`src/hdl/tseq_pkg.sv`:
```
// Package for the typed event queue: default sizes, request codes and the cell control struct.
package tseq_pkg;

  localparam int unsigned DefDepth    = 16;
  localparam int unsigned DefTypeBits = 4;
  localparam int unsigned DefInfoBits = 16;
  localparam int unsigned KindBits    = 2;
  localparam int unsigned PosBits     = 16;

  localparam logic [KindBits-1:0] KindPush     = 2'd0;
  localparam logic [KindBits-1:0] KindPopNew   = 2'd1;
  localparam logic [KindBits-1:0] KindPopIndex = 2'd2;
  localparam logic [KindBits-1:0] KindDrain    = 2'd3;

  typedef struct packed {
    logic shift;
    logic wr_en;
  } cell_ctl_t;

endpackage

```
`src/hdl/tseq_cell.sv`:
```
// One storage cell of the event row: loads from the next cell on a shift or takes a write.
module tseq_cell import tseq_pkg::*; #(
  parameter int unsigned INDEX     = 0,
  parameter int unsigned IDX_W     = 4,
  parameter int unsigned TYPE_BITS = DefTypeBits,
  parameter int unsigned INFO_BITS = DefInfoBits
) (
  input  logic                 clk_i,
  input  cell_ctl_t            ctl_i,
  input  logic [IDX_W-1:0]     wr_idx_i,
  input  logic [TYPE_BITS-1:0] wr_type_i,
  input  logic [INFO_BITS-1:0] wr_info_i,
  input  logic [TYPE_BITS-1:0] nb_type_i,
  input  logic [INFO_BITS-1:0] nb_info_i,
  output logic [TYPE_BITS-1:0] type_o,
  output logic [INFO_BITS-1:0] info_o
);

  logic [TYPE_BITS-1:0] type_q;
  logic [INFO_BITS-1:0] info_q;
  logic                 hit;

  assign hit = ctl_i.wr_en && (wr_idx_i == IDX_W'(INDEX));

  always_ff @(posedge clk_i) begin
    if (hit) begin
      type_q <= wr_type_i;
      info_q <= wr_info_i;
    end else if (ctl_i.shift) begin
      type_q <= nb_type_i;
      info_q <= nb_info_i;
    end
  end

  assign type_o = type_q;
  assign info_o = info_q;

endmodule

```
`src/hdl/typed_event_queue_selective_pop_unit.sv`:
```
// Typed event queue with push, pop-newest, pop-at-index and drain-by-type over cells.
// Events sit in a row of DEPTH cells, oldest in cell 0. A push writes the tail cell and
// its result leaves from the flush state once the output is free. Pop newest, pop at
// index and drain walk the row: each cycle, unless a match finds an event held while the
// output stalls, the whole row shifts one place toward cell 0; the entry leaving cell 0 is
// returned or rewritten at the tail. A drain holds back one found event so that the final
// one can carry last. The input is ready only while no request is in progress.
module typed_event_queue_selective_pop_unit import tseq_pkg::*; #(
  parameter int unsigned DEPTH     = DefDepth,
  parameter int unsigned TYPE_BITS = DefTypeBits,
  parameter int unsigned INFO_BITS = DefInfoBits
) (
  input  logic                 clk_i,
  input  logic                 rst_ni,
  input  logic                 in_valid_i,
  output logic                 in_ready_o,
  input  logic [KindBits-1:0]  kind_i,
  input  logic [TYPE_BITS-1:0] event_type_i,
  input  logic [INFO_BITS-1:0] extra_info_i,
  input  logic [PosBits-1:0]   position_i,
  output logic                 out_valid_o,
  input  logic                 out_ready_i,
  output logic                 found_o,
  output logic [TYPE_BITS-1:0] out_type_o,
  output logic [INFO_BITS-1:0] out_info_o,
  output logic                 overflow_o,
  output logic                 last_o
);

  localparam int unsigned IDX_W = $clog2(DEPTH);
  localparam int unsigned CNT_W = $clog2(DEPTH + 1);

  localparam logic [1:0] StIdle  = 2'd0;
  localparam logic [1:0] StScan  = 2'd1;
  localparam logic [1:0] StFlush = 2'd2;

  logic [1:0]       state_q, state_d;
  logic [CNT_W-1:0] count_q, count_d;
  logic [CNT_W-1:0] rem_q, rem_d;
  logic [IDX_W-1:0] pos_q, pos_d;
  logic             drain_q, drain_d;
  logic             idx_ok_q, idx_ok_d;
  logic [IDX_W-1:0] idx_q, idx_d;
  logic [TYPE_BITS-1:0] sel_type_q, sel_type_d;
  logic             pend_valid_q, pend_valid_d;
  logic             pend_ovf_q, pend_ovf_d;
  logic [TYPE_BITS-1:0] pend_type_q, pend_type_d;
  logic [INFO_BITS-1:0] pend_info_q, pend_info_d;
  logic             out_valid_q, out_valid_d;
  logic             out_found_q, out_found_d;
  logic             out_ovf_q, out_ovf_d;
  logic             out_last_q, out_last_d;
  logic [TYPE_BITS-1:0] out_type_q, out_type_d;
  logic [INFO_BITS-1:0] out_info_q, out_info_d;

  logic [TYPE_BITS-1:0] cell_type [DEPTH];
  logic [INFO_BITS-1:0] cell_info [DEPTH];
  cell_ctl_t            ctl;
  logic [IDX_W-1:0]     wr_idx;
  logic [TYPE_BITS-1:0] wr_type;
  logic [INFO_BITS-1:0] wr_info;

  logic             accept, out_free, match, step;
  logic [CNT_W-1:0] cnt_m1;
  logic [PosBits-1:0] count_ext;

  assign accept    = in_valid_i && in_ready_o;
  assign out_free  = !out_valid_q || out_ready_i;
  assign cnt_m1    = count_q - CNT_W'(1);
  assign count_ext = PosBits'(count_q);
  assign in_ready_o = (state_q == StIdle);

  assign match = drain_q ? ((sel_type_q == '0) || (cell_type[0] == sel_type_q))
                         : (idx_ok_q && (pos_q == idx_q));
  assign step  = (state_q == StScan) && (rem_q != '0) &&
                 !(match && pend_valid_q && !out_free);

  for (genvar i = 0; i < DEPTH; i++) begin : g_cell
    localparam int unsigned NB = (i + 1 < DEPTH) ? i + 1 : i;
    tseq_cell #(
      .INDEX     (i),
      .IDX_W     (IDX_W),
      .TYPE_BITS (TYPE_BITS),
      .INFO_BITS (INFO_BITS)
    ) u_cell (
      .clk_i     (clk_i),
      .ctl_i     (ctl),
      .wr_idx_i  (wr_idx),
      .wr_type_i (wr_type),
      .wr_info_i (wr_info),
      .nb_type_i (cell_type[NB]),
      .nb_info_i (cell_info[NB]),
      .type_o    (cell_type[i]),
      .info_o    (cell_info[i])
    );
  end

  always_comb begin
    state_d      = state_q;
    count_d      = count_q;
    rem_d        = rem_q;
    pos_d        = pos_q;
    drain_d      = drain_q;
    idx_ok_d     = idx_ok_q;
    idx_d        = idx_q;
    sel_type_d   = sel_type_q;
    pend_valid_d = pend_valid_q;
    pend_ovf_d   = pend_ovf_q;
    pend_type_d  = pend_type_q;
    pend_info_d  = pend_info_q;
    out_valid_d  = out_valid_q && !out_ready_i;
    out_found_d  = out_found_q;
    out_ovf_d    = out_ovf_q;
    out_last_d   = out_last_q;
    out_type_d   = out_type_q;
    out_info_d   = out_info_q;
    ctl          = '0;
    wr_idx       = count_q[IDX_W-1:0];
    wr_type      = event_type_i;
    wr_info      = extra_info_i;

    unique case (state_q)
      StIdle: begin
        if (accept) begin
          pend_valid_d = 1'b0;
          pend_ovf_d   = 1'b0;
          pend_type_d  = '0;
          pend_info_d  = '0;
          rem_d        = count_q;
          pos_d        = '0;
          sel_type_d   = event_type_i;
          drain_d      = (kind_i == KindDrain);
          idx_ok_d     = 1'b0;
          idx_d        = position_i[IDX_W-1:0];
          state_d      = StScan;
          unique case (kind_i)
            KindPush: begin
              state_d = StFlush;
              if (count_q == CNT_W'(DEPTH)) begin
                pend_ovf_d = 1'b1;
              end else begin
                pend_valid_d = 1'b1;
                ctl.wr_en    = 1'b1;
                count_d      = count_q + CNT_W'(1);
              end
            end
            KindPopNew: begin
              idx_ok_d = (count_q != '0);
              idx_d    = cnt_m1[IDX_W-1:0];
            end
            KindPopIndex: begin
              idx_ok_d = (position_i < count_ext);
            end
            default: ;
          endcase
        end
      end
      StScan: begin
        if (rem_q == '0) begin
          state_d = StFlush;
        end else if (step) begin
          ctl.shift = 1'b1;
          rem_d     = rem_q - CNT_W'(1);
          pos_d     = pos_q + IDX_W'(1);
          if (match) begin
            count_d = cnt_m1;
            if (pend_valid_q) begin
              out_valid_d = 1'b1;
              out_found_d = 1'b1;
              out_ovf_d   = 1'b0;
              out_last_d  = 1'b0;
              out_type_d  = pend_type_q;
              out_info_d  = pend_info_q;
            end
            pend_valid_d = 1'b1;
            pend_type_d  = cell_type[0];
            pend_info_d  = cell_info[0];
          end else begin
            ctl.wr_en = 1'b1;
            wr_idx    = cnt_m1[IDX_W-1:0];
            wr_type   = cell_type[0];
            wr_info   = cell_info[0];
          end
        end
      end
      StFlush: begin
        if (out_free) begin
          out_valid_d  = 1'b1;
          out_found_d  = pend_valid_q;
          out_ovf_d    = pend_ovf_q;
          out_last_d   = 1'b1;
          out_type_d   = pend_valid_q ? pend_type_q : '0;
          out_info_d   = pend_valid_q ? pend_info_q : '0;
          pend_valid_d = 1'b0;
          state_d      = StIdle;
        end
      end
      default: state_d = StIdle;
    endcase
  end

  always_ff @(posedge clk_i or negedge rst_ni) begin
    if (!rst_ni) begin
      state_q      <= StIdle;
      count_q      <= '0;
      rem_q        <= '0;
      pos_q        <= '0;
      drain_q      <= 1'b0;
      idx_ok_q     <= 1'b0;
      pend_valid_q <= 1'b0;
      pend_ovf_q   <= 1'b0;
      out_valid_q  <= 1'b0;
    end else begin
      state_q      <= state_d;
      count_q      <= count_d;
      rem_q        <= rem_d;
      pos_q        <= pos_d;
      drain_q      <= drain_d;
      idx_ok_q     <= idx_ok_d;
      pend_valid_q <= pend_valid_d;
      pend_ovf_q   <= pend_ovf_d;
      out_valid_q  <= out_valid_d;
    end
  end

  always_ff @(posedge clk_i) begin
    idx_q       <= idx_d;
    sel_type_q  <= sel_type_d;
    pend_type_q <= pend_type_d;
    pend_info_q <= pend_info_d;
    out_found_q <= out_found_d;
    out_ovf_q   <= out_ovf_d;
    out_last_q  <= out_last_d;
    out_type_q  <= out_type_d;
    out_info_q  <= out_info_d;
  end

  assign out_valid_o = out_valid_q;
  assign found_o     = out_found_q;
  assign out_type_o  = out_type_q;
  assign out_info_o  = out_info_q;
  assign overflow_o  = out_ovf_q;
  assign last_o      = out_last_q;

  a_count_bound: assert property (@(posedge clk_i) disable iff (!rst_ni)
    count_q <= CNT_W'(DEPTH))
    else $error("fill count above depth");

  a_rem_bound: assert property (@(posedge clk_i) disable iff (!rst_ni)
    (state_q == StScan) |-> (rem_q <= count_q))
    else $error("scan remainder above fill count");

  a_idle_no_pend: assert property (@(posedge clk_i) disable iff (!rst_ni)
    (state_q == StIdle) |-> !pend_valid_q)
    else $error("held event left over in idle");

  a_push_count: assert property (@(posedge clk_i) disable iff (!rst_ni)
    (accept && (kind_i == KindPush) && (count_q != CNT_W'(DEPTH)))
      |=> (count_q == $past(count_q) + CNT_W'(1)))
    else $error("accepted push did not grow the queue");

endmodule
```
`config.mk`:
```
export PLATFORM = sky130hd
export DESIGN_NAME = typed_event_queue_selective_pop_unit
export DESIGN_NICKNAME = d
export VERILOG_FILES = /design/src/hdl/tseq_pkg.sv /design/src/hdl/tseq_cell.sv /design/src/hdl/typed_event_queue_selective_pop_unit.sv
export SDC_FILE = /design/constraint.sdc
export NUM_CORES = 1
export LEC_CHECK = 0
export BUFFER_PORTS_ARGS = -buffer_cell sky130_fd_sc_hd__buf_2
export CORE_ASPECT_RATIO = 1.5
export CORE_MARGIN = 2
export CORE_UTILIZATION = 64
export DETAILED_ROUTE_END_ITERATION = 6
export PLACE_DENSITY = 0.82
export REMOVE_ABC_BUFFERS = 1
export SYNTH_ARGS = -nofsm -noshare
export SYNTH_HDL_FRONTEND = slang
export SYNTH_SLANG_ARGS = --single-unit
```
`constraint.sdc`:
```
create_clock -name clk_i -period 6.8 [get_ports clk_i]
set_input_delay 0.34 -clock clk_i [delete_from_list [all_inputs] [get_ports clk_i]]
set_output_delay 0.34 -clock clk_i [all_outputs]
set_load 0.02 [all_outputs]
```
# == Yosys cells after proc, flatten, opt, wreduce, memory -nomap -nowiden ==
# Cells that the tools add are included.
# word_totals
out_inout_bits,25
regBits,392
input_bits,42
word_cells,302
# classes
add_sub_neg,4
reduce_logical,61
magnitude_cmp,1
eq_ne,32
n_mux,154
# ops
cell,n
$mux W16,44
$mux W4,51
$pmux W16 S2,2
$mux W5,9
$reduce_bool A2 Y1,17
$eq A4 B4 Y1 const B,8
$mux W1,29
$pmux W4 S2,3
$logic_and A1 B1 Y1,23
$pmux W5 S2,2
$eq A4 B3 Y1 const B,4
$lt A16 B5 Y1,1
$mux W2,6
$ne A2 B2 Y1 const B,6
$pmux W1 S2,6
$reduce_and A6 Y1,2
$reduce_bool A5 Y1,2
$sub A5 B1 Y5 const B,2
$eq A4 B2 Y1 const B,2
$eq A4 B4 Y1,2
$logic_not A4 Y1,2
$reduce_and A7 Y1,1
$eq A2 B2 Y1 const B,3
$ne A2 B1 Y1 const B,3
16 further kinds,22

# == Logic depth before layout (Yosys ltp) ==
# Gate-level depths: netlist of the first run.
# logic_depth
word_depth,13
ltp_mapped,12
ltp_nobuf,9

# == Modules after synthesis ==
# From an unflattened synthesis of the first run, not the netlist that was laid out.
# hier_totals
cells_unflattened,1052
hier_area_um2,19034.5
# by_module_without_submodules
module,cells_per_inst,n_inst,seq_area_each_um2,area_each_um2
typed_event_queue_selective_pop_unit,332,1,2057.0,3861.2
tseq_cell (g_cell[11].u_cell ...),45,4,600.6,960.9
tseq_cell (g_cell[1].u_cell ...),45,4,600.6,947.2
tseq_cell (g_cell[10].u_cell ...),45,4,600.6,944.7
tseq_cell (g_cell[12].u_cell ...),45,3,600.6,942.2
tseq_cell (g_cell[0].u_cell),45,1,600.6,935.9

# == Least setup slack after synthesis of the first run ==
# Ideal clock, no wire load.
# synth_timing
path_type,register to register
from,register rem_q[0]
to,"register g_cell[15].u_cell.info_q[0], enable pin"
arrival_time_ns,3.505
setup_time_ns,0.428
stages_incl_launch_ff,10
synth_period_minus_slack_ns,3.933
setup_slack_ns,2.867
path_buffers,2
cell_sequence,dfrtp_1 inv_1 ha_1 inv_1 o41ai_4 or3_1 nand2_1 buf_4 buf_1 o31ai_1
# synth_via
elab_chain_len,8
elab_cells_between_ends,12
classes_between,eq/ne: 1; mux: 6; reduce/logical: 5
# synth_rtl
element,line,source
from (decl),typed_event_queue_selective_pop_unit.sv:39,"logic [CNT_W-1:0] rem_q, rem_d;"
from (signal assigned),typed_event_queue_selective_pop_unit.sv:216,rem_q <= rem_d;
$reduce_bool A5 Y1,typed_event_queue_selective_pop_unit.sv:75,assign step = (state_q == StScan) && (rem_q != '0) &&
$logic_and A1 B1 Y1 (2 in series),typed_event_queue_selective_pop_unit.sv:75,
$mux W4,typed_event_queue_selective_pop_unit.sv:161,end else if (step) begin
$mux W4,typed_event_queue_selective_pop_unit.sv:159,if (rem_q == '0) begin
$mux W4,typed_event_queue_selective_pop_unit.sv:122,unique case (state_q)
$eq A4 B4 Y1,tseq_cell.sv:23,assign hit = ctl_i.wr_en && (wr_idx_i == IDX_W'(INDEX));
$logic_and A1 B1 Y1 *,tseq_cell.sv:23,
net g_cell[15].u_cell.hit,tseq_cell.sv:21,logic hit;
to (signal assigned),tseq_cell.sv:28,info_q <= wr_info_i;
to (signal assigned),tseq_cell.sv:31,info_q <= nb_info_i;
to (decl),tseq_cell.sv:20,logic [INFO_BITS-1:0] info_q;
# The timed path passes the listed nets; every way through them passes the cells marked *.
# A chain may end at the register's enable or synchronous reset.

# == Final worst setup path of the first run ==
# layout_timing
from,register count_q[0]
to,"register g_cell[0].u_cell.info_q[15], enable pin"
# layout_via
elab_chain_len,8
elab_cells_between_ends,13
classes_between,add/sub: 1; eq/ne: 1; mux: 8; reduce/logical: 3
# layout_rtl
element,line,source
from (decl),typed_event_queue_selective_pop_unit.sv:38,"logic [CNT_W-1:0] count_q, count_d;"
from (signal assigned),typed_event_queue_selective_pop_unit.sv:215,count_q <= count_d;
$sub A5 B1 Y5,typed_event_queue_selective_pop_unit.sv:69,assign cnt_m1 = count_q - CNT_W'(1);
$mux W4,typed_event_queue_selective_pop_unit.sv:165,if (match) begin
$mux W4,typed_event_queue_selective_pop_unit.sv:161,
$mux W4,typed_event_queue_selective_pop_unit.sv:159,
$mux W4,typed_event_queue_selective_pop_unit.sv:122,
$logic_not A4 Y1,tseq_cell.sv:23,
$logic_and A1 B1 Y1 *,tseq_cell.sv:23,
$reduce_bool A2 Y1 (no line) *,n/a,
to (signal assigned),tseq_cell.sv:28,
to (signal assigned),tseq_cell.sv:31,
to (decl),tseq_cell.sv:20,
# Every way passes the cells marked *; elsewhere a longest branch is shown, timed or not.

==> results_dict.tcl, run 1 <==
set metrics [dict create \
    relSlewSlack_pct 13.6 \
    fin_skew_ns 0.0226 \
    vias 9489 \
    cellPowerDensity_mw_per_mm2 462 \
    synth_edf_count 371 \
    max_clock_freq_mhz 227 \
    grt_antenna_before_repair 1 \
    grt_max_degree 38 \
    die_y_um 206 \
    grt_usage_pct 26.3 \
    drtIter0Drc 844 \
    cts.htree.levels 2 \
    cts_buffers 35 \
    fin_setup_tns_ns 0 \
    clkTransAtPathRegs_ns 0.07 \
    grt-ovfl-total 0 \
    ios 67 \
    slew_viol_final 0 \
    tightest_slew_ns 1.30 \
    diodes 0 \
    pwr-share-clk_pct 22.9 \
    stdcell_area_mm2 0.0192 \
    insertion_delay_ns 0.53 \
    min_path_type "primary input to flop" \
    gr-usage-met2_pct 48.2 \
    clk_path_buf_depth 3 \
    p_leak_nw 6.81 \
    layout_commonest_cell "edfxtp_1" \
    core_mm2 0.0270 \
    grt_busiest_layer "met2" \
    rsz0062_at_grt "no" \
    period_share_pct 64.7 \
    total_power_mw 8.88 \
    r2r_cells 7 \
    power_switching_mw 2.96 \
    cts_tree "built" \
    cts.sinks 392 \
    comb_power_share_pct 28.6 \
    pre_cts_ws_ns 2.43 \
    period_needed_ns 4.40 \
    ys_ff_latch 392 \
    fin_ws_ns 2.40 \
    grt_pass1_vias 9652 \
    nets 1214 \
    gp_congestion 0.905 \
    placed_cell_area_mm2 0.0180 \
    swShare_pct 33.3 \
    ant_nets 0 \
    portBuffers 66 \
    met1_usage_pct 30.4 \
    grt_pass1_wl_mm 56.6 \
    internal_power_mw 5.92 \
    syn_to_final_growth_pct 10.2 \
    drcViolationCount 0 \
    synth.avg_cell_area_um2 15.8 \
    status "finished clean" \
    dieArea_mm2 0.0286 \
    start_kind "flop" \
    via_per_inst 6.25 \
    ys.warnings.count 0 \
    setup_violations 0 \
    clock-root-buffer "clkbuf_16" \
    syn_area_mm2 0.0174 \
    required_ns 6.96 \
    dp_hpwl_mm 24.8 \
    cp_data_arrival_time_ns 4.56 \
    vdd_ir_drop_max_mv 0.377 \
    drt_wl_total_mm 37.7 \
    die_w_um 139 \
    seq_area_frac_synth_pct 67.0 \
    ys_async_sr_fraction_pct 5.36 \
    post-cts-setup-buffers 0 \
    synthFlopType "edfxtp_1" \
    yosys.cell_types.count 55 \
    layout_common_cells "371 x edfxtp_1, 177 x mux2_1, 126 x mux2_2" \
    netlist_instances 1106 \
    met3_usage_pct 4.38 \
    rows 74 \
    drt_pre_antenna_iters 5 \
    layout-drive-gt1-share_pct 22.7 \
    path_class "flop to flop" \
    fillCellCount 1660 \
    start_util_pct 64.4 \
    drv_cap 0 \
    whs_ns 0.0220 \
    hold_viol 0 \
    p_seq_share_pct 48.5 \
    wl_per_cell_um 24.8 \
    critPathMaxFanout 21 \
    cp-end-kind "flop" \
    worstHoldPathCells 1 \
]
cells by family after synthesis:
logic type	after synthesis	share of synthesized area, %
multiplexers	306	19.8
AO/OA/AOI/OAI	75	3.46
AND/OR/NAND/NOR	215	5.82
adder cells (fa/ha/maj)	17	1.22
flip-flops	392	67.0
buffers and inverters	88	2.13
XOR/XNOR	13	0.654
cells in the mapped netlist, types with 7 or more instances:
cell type	number	area, um^2
nor2_1	18	67.6
xor2_1	8	70.1
o21ai_0	12	60.1
nand2_1	113	424
o211ai_1	7	52.6
buf_2	30	150
a21oi_1	16	80.1
mux2_1	177	1990
nand3_1	8	40.0
edfxtp_1	371	11100
ha_1	17	213
mux2_2	126	1420
inv_1	16	60.1
clkbuf_1	34	128
nor3_1	8	40.0
and2_1	42	263
dfrtp_1	21	526
flip-flops by register name, indices dropped and copies added, names as in the netlist:
signal / cells
count_q: 5
drain_q: 1
found_o: 1
g_cell.u_cell.info_o: 256
g_cell.u_cell.type_o: 64
idx_ok_q: 1
idx_q: 4
last_o: 1
out_info_o: 16
out_type_o: 4
out_valid_o: 1
overflow_o: 1
pend_info_q: 16
pend_ovf_q: 1
pend_type_q: 4
pend_valid_q: 1
pos_q: 4
rem_q: 5
sel_type_q: 4
state_q: 2
path summary, 6_finish.rpt:
| check | to | from | slack (ns) |
|---|---|---|---|
| worst min-delay path | sel_type_q[1] | event_type_i[1] | 0.02 |
| worst min register to register | idx_ok_q | idx_ok_q | 0.48 |
| min in group asynchronous | state_q[0] | rst_ni | 0.32 |
| max in group asynchronous | count_q[0] | rst_ni | 6.13 |
| worst max-delay path | g_cell[0].u_cell.info_o[15] | count_q[0] | 2.40 |
| worst max register to register | g_cell[0].u_cell.info_o[15] | count_q[0] | 2.40 |
per-layer routing:
metal | part of all wire (%) | wire (um) | vias to the layer above
li1 | - | - | 4270
met1 | 37 | 13900 | 4749
met2 | 53 | 19900 | 361
met3 | 5.4 | 2050 | 109
met4 | 4.7 | 1780 | 0
met5 | 0 | 0 | -
through the flow:
step           utilization (%)  std cells
5_1_grt                   71.0       1518
3_5_place_dp              66.7       1458
2_1_floorplan                -       1038
3_3_place_gp              66.7       1458
4_1_cts                   71.0       1518
6_report                  71.0       1518
area by class of cell:
| class | instances | area (um^2) | area share, % |
|---|---|---|---|
| timing repair buffer | 80 | 440 | 2.29 |
| clock inverter | 17 | 239 | 1.24 |
| sequential | 392 | 11700 | 60.7 |
| tap | 342 | 428 | 2.23 |
| inverter | 20 | 75.1 | 0.391 |
| clock buffer | 41 | 908 | 4.73 |
| multi-input combinational | 626 | 5450 | 28.4 |
power groups by stage:
stage / registers [mW] / clock network, mW / logic, mW
final: 4.31 / 2.04 / 2.54
after global routing: 4.37 / 2.14 / 2.73
after CTS: 4.31 / 2.05 / 2.54
after detailed placement: 4.34 / 0 / 2.51
after global placement: 4.31 / 0 / 2.42
after floorplan: 4.23 / 0 / 1.59
worst max-delay path, cell delays in order, from the launching register on:
cell and delay, ns:
dfrtp_1 0.67, clkinv_1 0.50, ha_1 0.48, nand3_1 0.19, nand3_1 0.32, o41ai_4 0.37, nand2_1 0.61, nand2_1 0.89
repair_timing:
| action | CTS | global route |
|---|---|---|
| hold buffers | 2 | 0 |
| resized for setup | 0 | 0 |
| hold endpoints to repair | 22 | 0 |
Power figures use the tool's default switching activity.
==> run 2: changes to the inputs <==
Settings changed: CORE_UTILIZATION 64 to 56, PLACE_DENSITY 0.82 to 0.76.
Clock period 6.8 ns to 3.9 ns, I/O delays scaled along.
==> run 2 against run 1 <==
Effect of this change:
- clock skew down 0.00076 ns
- final area grew 3.3%
- setup slack worse by 1.9 ns
- sequential share of layout area is 1.9 points lower
- via count decreased by 3.2%
- clock power rose by 75%
- sequential power rose by 70%
- die area rose by 14%
- register-to-register slack got worse by 1.9 ns
- routed wire length is 20% lower
- critical path type unchanged
- critical endpoint is now g_cell[12].u_cell.info_o[15]
- largest cell class unchanged
- highest routed layer unchanged
==> results_dict.tcl, run 2 (synthesis gave the netlist of run 1 again) <==
set metrics [dict create \
    grt-ovfl-total 0 \
    drtIter0Drc 482 \
    portBuffers 66 \
    via_per_inst 5.62 \
    start_kind "flop" \
    min_path_type "primary input to flop" \
    die_y_um 220 \
    wl_per_cell_um 18.5 \
    diodes 0 \
    gp_congestion 0.842 \
    cp-end-kind "flop" \
    largest_reg_flops 256 \
    post-cts-setup-buffers 0 \
    cellPowerDensity_mw_per_mm2 773 \
    ant_nets 0 \
    start_util_pct 56.5 \
    pre_cts_ws_ns 0.477 \
    layout_commonest_cell "edfxtp_1" \
    syn_to_final_growth_pct 13.9 \
    fin_ws_ns 0.526 \
    hold_viol 0 \
    clock-root-buffer "clkbuf_16" \
    drcViolationCount 0 \
    tightest_slew_ns 0.998 \
    drt_pre_antenna_iters 5 \
    total_power_mw 15.3 \
    die_w_um 148 \
    instances_no_fill 1633 \
    p_leak_nw 7.12 \
    rows 79 \
    ios 67 \
    placed_cells_incl_taps 1559 \
    setup_violations 0 \
    rsz0062_at_grt "no" \
    grt_usage_pct 18.9 \
    required_ns 4.12 \
    cts.htree.levels 2 \
    critPathMaxFanout 17 \
    layout_common_cells "371 x edfxtp_1, 177 x mux2_1, 126 x mux2_2" \
    grt_pass1_vias 9681 \
    insertion_delay_ns 0.52 \
    grt_pass1_wl_mm 49.2 \
    cts_tree "built" \
    fin_skew_ns 0.0219 \
    core_mm2 0.0308 \
    layout-drive-gt1-share_pct 25.1 \
    fin_setup_tns_ns 0 \
    drv_cap 0 \
    fillCellCount 2220 \
    vias 9184 \
    cp_data_arrival_time_ns 3.60 \
    cts.sinks 392 \
    vdd_ir_drop_max_mv 0.490 \
    relSlewSlack_pct 33.5 \
    period_needed_ns 3.37 \
    max_clock_freq_mhz 296 \
    grt_antenna_before_repair 0 \
    stdcell_area_mm2 0.0198 \
    drt_wl_total_mm 30.2 \
    clkTransAtPathRegs_ns 0.06 \
    fin_util_pct 64.3 \
    grt_max_degree 38 \
    status "finished clean" \
    clk_path_buf_depth 3 \
    slew_viol_final 0 \
    dp_hpwl_mm 21.9 \
    placed_cell_area_mm2 0.0186 \
    path_class "flop to flop" \
    period_share_pct 86.5 \
    whs_ns 0.0330 \
    dieArea_mm2 0.0326 \
    cts_buffers 38 \
    nets 1259 \
]
run 2: cell types whose count changed in the layout (fill, tap and decap cells not counted), sizes merged:
cell | previous run | this run
bufinv | 6 | 4
dlygate4sd3 | 2 | 6
clkinvlp | 2 | 0
clkinv | 12 | 20
buf | 78 | 116
clkbuf | 41 | 47
run 2: report_power, final:
part	total, mW	internal [mW]	switching, mW	leakage [nW]
clock network	3.58	2.10	1.48	0.595
logic	4.46	1.68	2.78	2.81
registers	7.31	6.83	0.474	3.72
total	15.3	10.6	4.73	7.12
run 2: per-layer routing:
layer | vias to the layer above | track usage, % | wire [um]
met5 | - | 0 | 0
met4 | 0 | 6.13 | 689
met3 | 41 | 2.67 | 1020
li1 | 4365 | - | -
met2 | 172 | 38.1 | 17400
met1 | 4606 | 19.8 | 11100
run 2: area by class of cell:
cell class / count / area (um^2) / area share [%]
clock inverters: 21 / 199 / 1.00
multi-input cells: 626 / 5450 / 27.5
repair buffers: 122 / 941 / 4.74
inverters: 20 / 75.1 / 0.378
well taps: 405 / 507 / 2.55
clock buffers: 47 / 1010 / 5.07
flip-flops and latches: 392 / 11700 / 58.8
run 2: repair_timing:
item / 4_1_cts / 5_1_grt
resized for setup: 0 / 0
hold endpoints to repair: 26 / 0
hold buffers: 6 / 0
run 2: final timing paths:
kind,slack (ns),endpoint,cells after the start,start
worst max-delay path,0.53,g_cell[12].u_cell.info_o[15],10,g_cell[0].u_cell.type_o[3]
worst min-delay path,0.03,idx_q[1],2,position_i[1]
worst max register to register,0.53,g_cell[12].u_cell.info_o[15],10,g_cell[0].u_cell.type_o[3]
worst min register to register,0.49,idx_ok_q,2,idx_ok_q
max in group asynchronous,3.36,rem_q[2],2,rst_ni
min in group asynchronous,0.18,pos_q[2],2,rst_ni
run 2: critical path, cell delays in order, from the launching register on:
cell and delay, ns:
edfxtp_1 0.44, xor2_1 0.19, nor4_1 0.48, buf_4 0.23
or3_1 0.18, nand2_1 0.14, buf_4 0.19, or4_1 0.53
o31ai_4 0.15, nand2b_1 0.34, buf_12 0.20
==> run 3: changes to the inputs <==
Settings changed: CORE_UTILIZATION 56 to 38, PLACE_DENSITY 0.76 to 0.55.
==> run 3 against run 2 <==
Effect of this change:
- count of clock-buffer cells in the layout decreased by 2
- global-route usage decreased by 6.0 points
- register-to-register slack improved by 0.02 ns
- critical endpoint is now g_cell[12].u_cell.info_o[0]
- final cell count increased by 11%
- clock skew decreased by 0.0047 ns
- hold slack got worse by 0.0063 ns
- core utilization decreased by 20 points
- final area increased by 1.5%
- sequential power decreased by 1%
- largest power group unchanged
==> results_dict.tcl, run 3 (synthesis gave the netlist of run 1 again) <==
set metrics [dict create \
    layout_common_cells "371 x edfxtp_1, 177 x mux2_1, 126 x mux2_2" \
    wl_per_cell_um 16.3 \
    grt_usage_pct 12.9 \
    cp_slowest_cell "or4_1" \
    crit_chain "inv_1, ha_1, inv_1, o41ai_4, a211o_1, nand2_1, buf_4, or4_1, o31ai_4, buf_12, mux2_2" \
    cts_resized 0 \
    fin_skew_ns 0.0171 \
    path_class "flop to flop" \
    diodes 0 \
    syn_to_final_growth_pct 15.6 \
    die_w_um 179 \
    nets 1259 \
    critPathMaxFanout 30 \
    vdd_ir_drop_max_mv 0.294 \
    post-cts-setup-buffers 0 \
    cp_data_arrival_time_ns 3.64 \
    cts_buffers 38 \
    placed_cells_incl_taps 1740 \
    cts.htree.levels 2 \
    grt_max_degree 38 \
    ant_nets 0 \
    pre_cts_ws_ns 0.522 \
    core_mm2 0.0455 \
    largest_reg_flops 256 \
    grt-ovfl-total 0 \
    dp_hpwl_mm 21.8 \
    tightest_slew_ns 0.712 \
    drt_wl_total_mm 29.6 \
    critPathTopFamily "compound AO/OA/AOI/OAI gates" \
    ios 67 \
    drtIter0Drc 418 \
    dieArea_mm2 0.0476 \
    instances_no_fill 1816 \
    drv_cap 0 \
    period_share_pct 86.0 \
    vias 9046 \
    layout_commonest_cell "edfxtp_1" \
    clkTransAtPathRegs_ns 0.06 \
    status "finished clean" \
    die_y_um 266 \
    hold_viol 0 \
    gp_congestion 0.754 \
    layout-drive-gt1-share_pct 25.2 \
    cts_tree "built" \
    period_needed_ns 3.35 \
    ctsHoldBuffers 8 \
    grt_antenna_before_repair 0 \
    grt_pass1_wl_mm 49.4 \
    setup_violations 0 \
    grt_pass1_vias 9527 \
    p_leak_nw 7.13 \
    clock-root-buffer "clkbuf_16" \
    drcViolationCount 0 \
    worst_path_largest_cell_delay_ns 0.57 \
    whs_ns 0.0268 \
    start_util_pct 38.3 \
    rows 96 \
    fin_ws_ns 0.547 \
    drt_pre_antenna_iters 6 \
    slew_viol_final 0 \
    cts.sinks 392 \
    min_path_type "primary input to flop" \
    insertion_delay_ns 0.54 \
    start_kind "flop" \
    via_per_inst 4.98 \
    cp-end-kind "flop" \
    worst-path-buf-inv 4 \
    rsz0062_at_grt "no" \
    required_ns 4.18 \
    relSlewSlack_pct 52.4 \
    crit_top_cell "inv_1" \
    clk_path_buf_depth 3 \
    cellPowerDensity_mw_per_mm2 759 \
    portBuffers 66 \
    max_clock_freq_mhz 298 \
]
run 3: cell types whose count changed in the layout (fill, tap and decap cells not counted):
cell | before | now
bufinv_16 | 4 | 3
buf_12 | 14 | 19
buf_4 | 36 | 29
clkinv_8 | 0 | 2
clkinv_1 | 12 | 11
inv_6 | 1 | 0
dlygate4sd3_1 | 6 | 8
clkbuf_1 | 8 | 6
clkinv_2 | 8 | 11
run 3: metrics by stage:
stage / utilization (%) / setup TNS (ns) / area [um^2] / power (mW)
after CTS: 44.2 / 0 / 20100 / 15.5
after global placement: 41.4 / 0 / 18900 / 11.7
final: 44.2 / 0 / 20100 / 15.3
after detailed placement: 41.4 / 0 / 18900 / 11.9
after floorplan: - / -142.64 / 17100 / 10.1
after global routing: 44.2 / 0 / 20100 / 16.3
run 3: worst reg2reg max path, stage by stage, from the launching register on:
cell and delay, ns:
dfrtp_1 0.37, inv_1 0.12, ha_1 0.16, inv_1 0.06, o41ai_4 0.49, a211o_1 0.26, nand2_1 0.07, buf_4 0.26
or4_1 0.57, o31ai_4 0.17, buf_12 0.22, mux2_2 0.35
run 3: routing by layer:
layer / global-route usage [%] / routed length (um) / vias up
met5: 0 / 0 / -
met4: 4.57 / 833 / 0
met3: 2.07 / 1020 / 54
met2: 25.2 / 16600 / 148
met1: 13.6 / 11100 / 4482
li1: - / - / 4362
run 3: path summary, 6_finish.rpt:
path                             start                           to  slack (ns)  depth (start not counted)
max                           rem_q[1]  g_cell[12].u_cell.info_o[0]        0.55                         11
min                        out_ready_i                  out_valid_o        0.03                          4
max reg2reg                   rem_q[1]  g_cell[12].u_cell.info_o[0]        0.55                         11
min reg2reg                 pend_ovf_q                   pend_ovf_q        0.47                          2
max in group asynchronous       rst_ni                   count_q[3]        3.38                          2
min in group asynchronous       rst_ni                   state_q[1]        0.17                          2
run 3: area by class of cell:
type                       count  area (um^2)
sequential                   392        11700
clock buffer                  45          998
multi-input combinational    626         5450
inverter                      20         75.1
fill                        3990        25400
clock inverter                23          204
tap                          588          736
timing repair buffer         122         1010
run 3: report_power, final:
group / switching (mW) / internal [mW]
Sequential: 0.399 / 6.82
Combinational: 2.73 / 1.74
Clock: 1.56 / 2.04
Total: 4.69 / 10.6
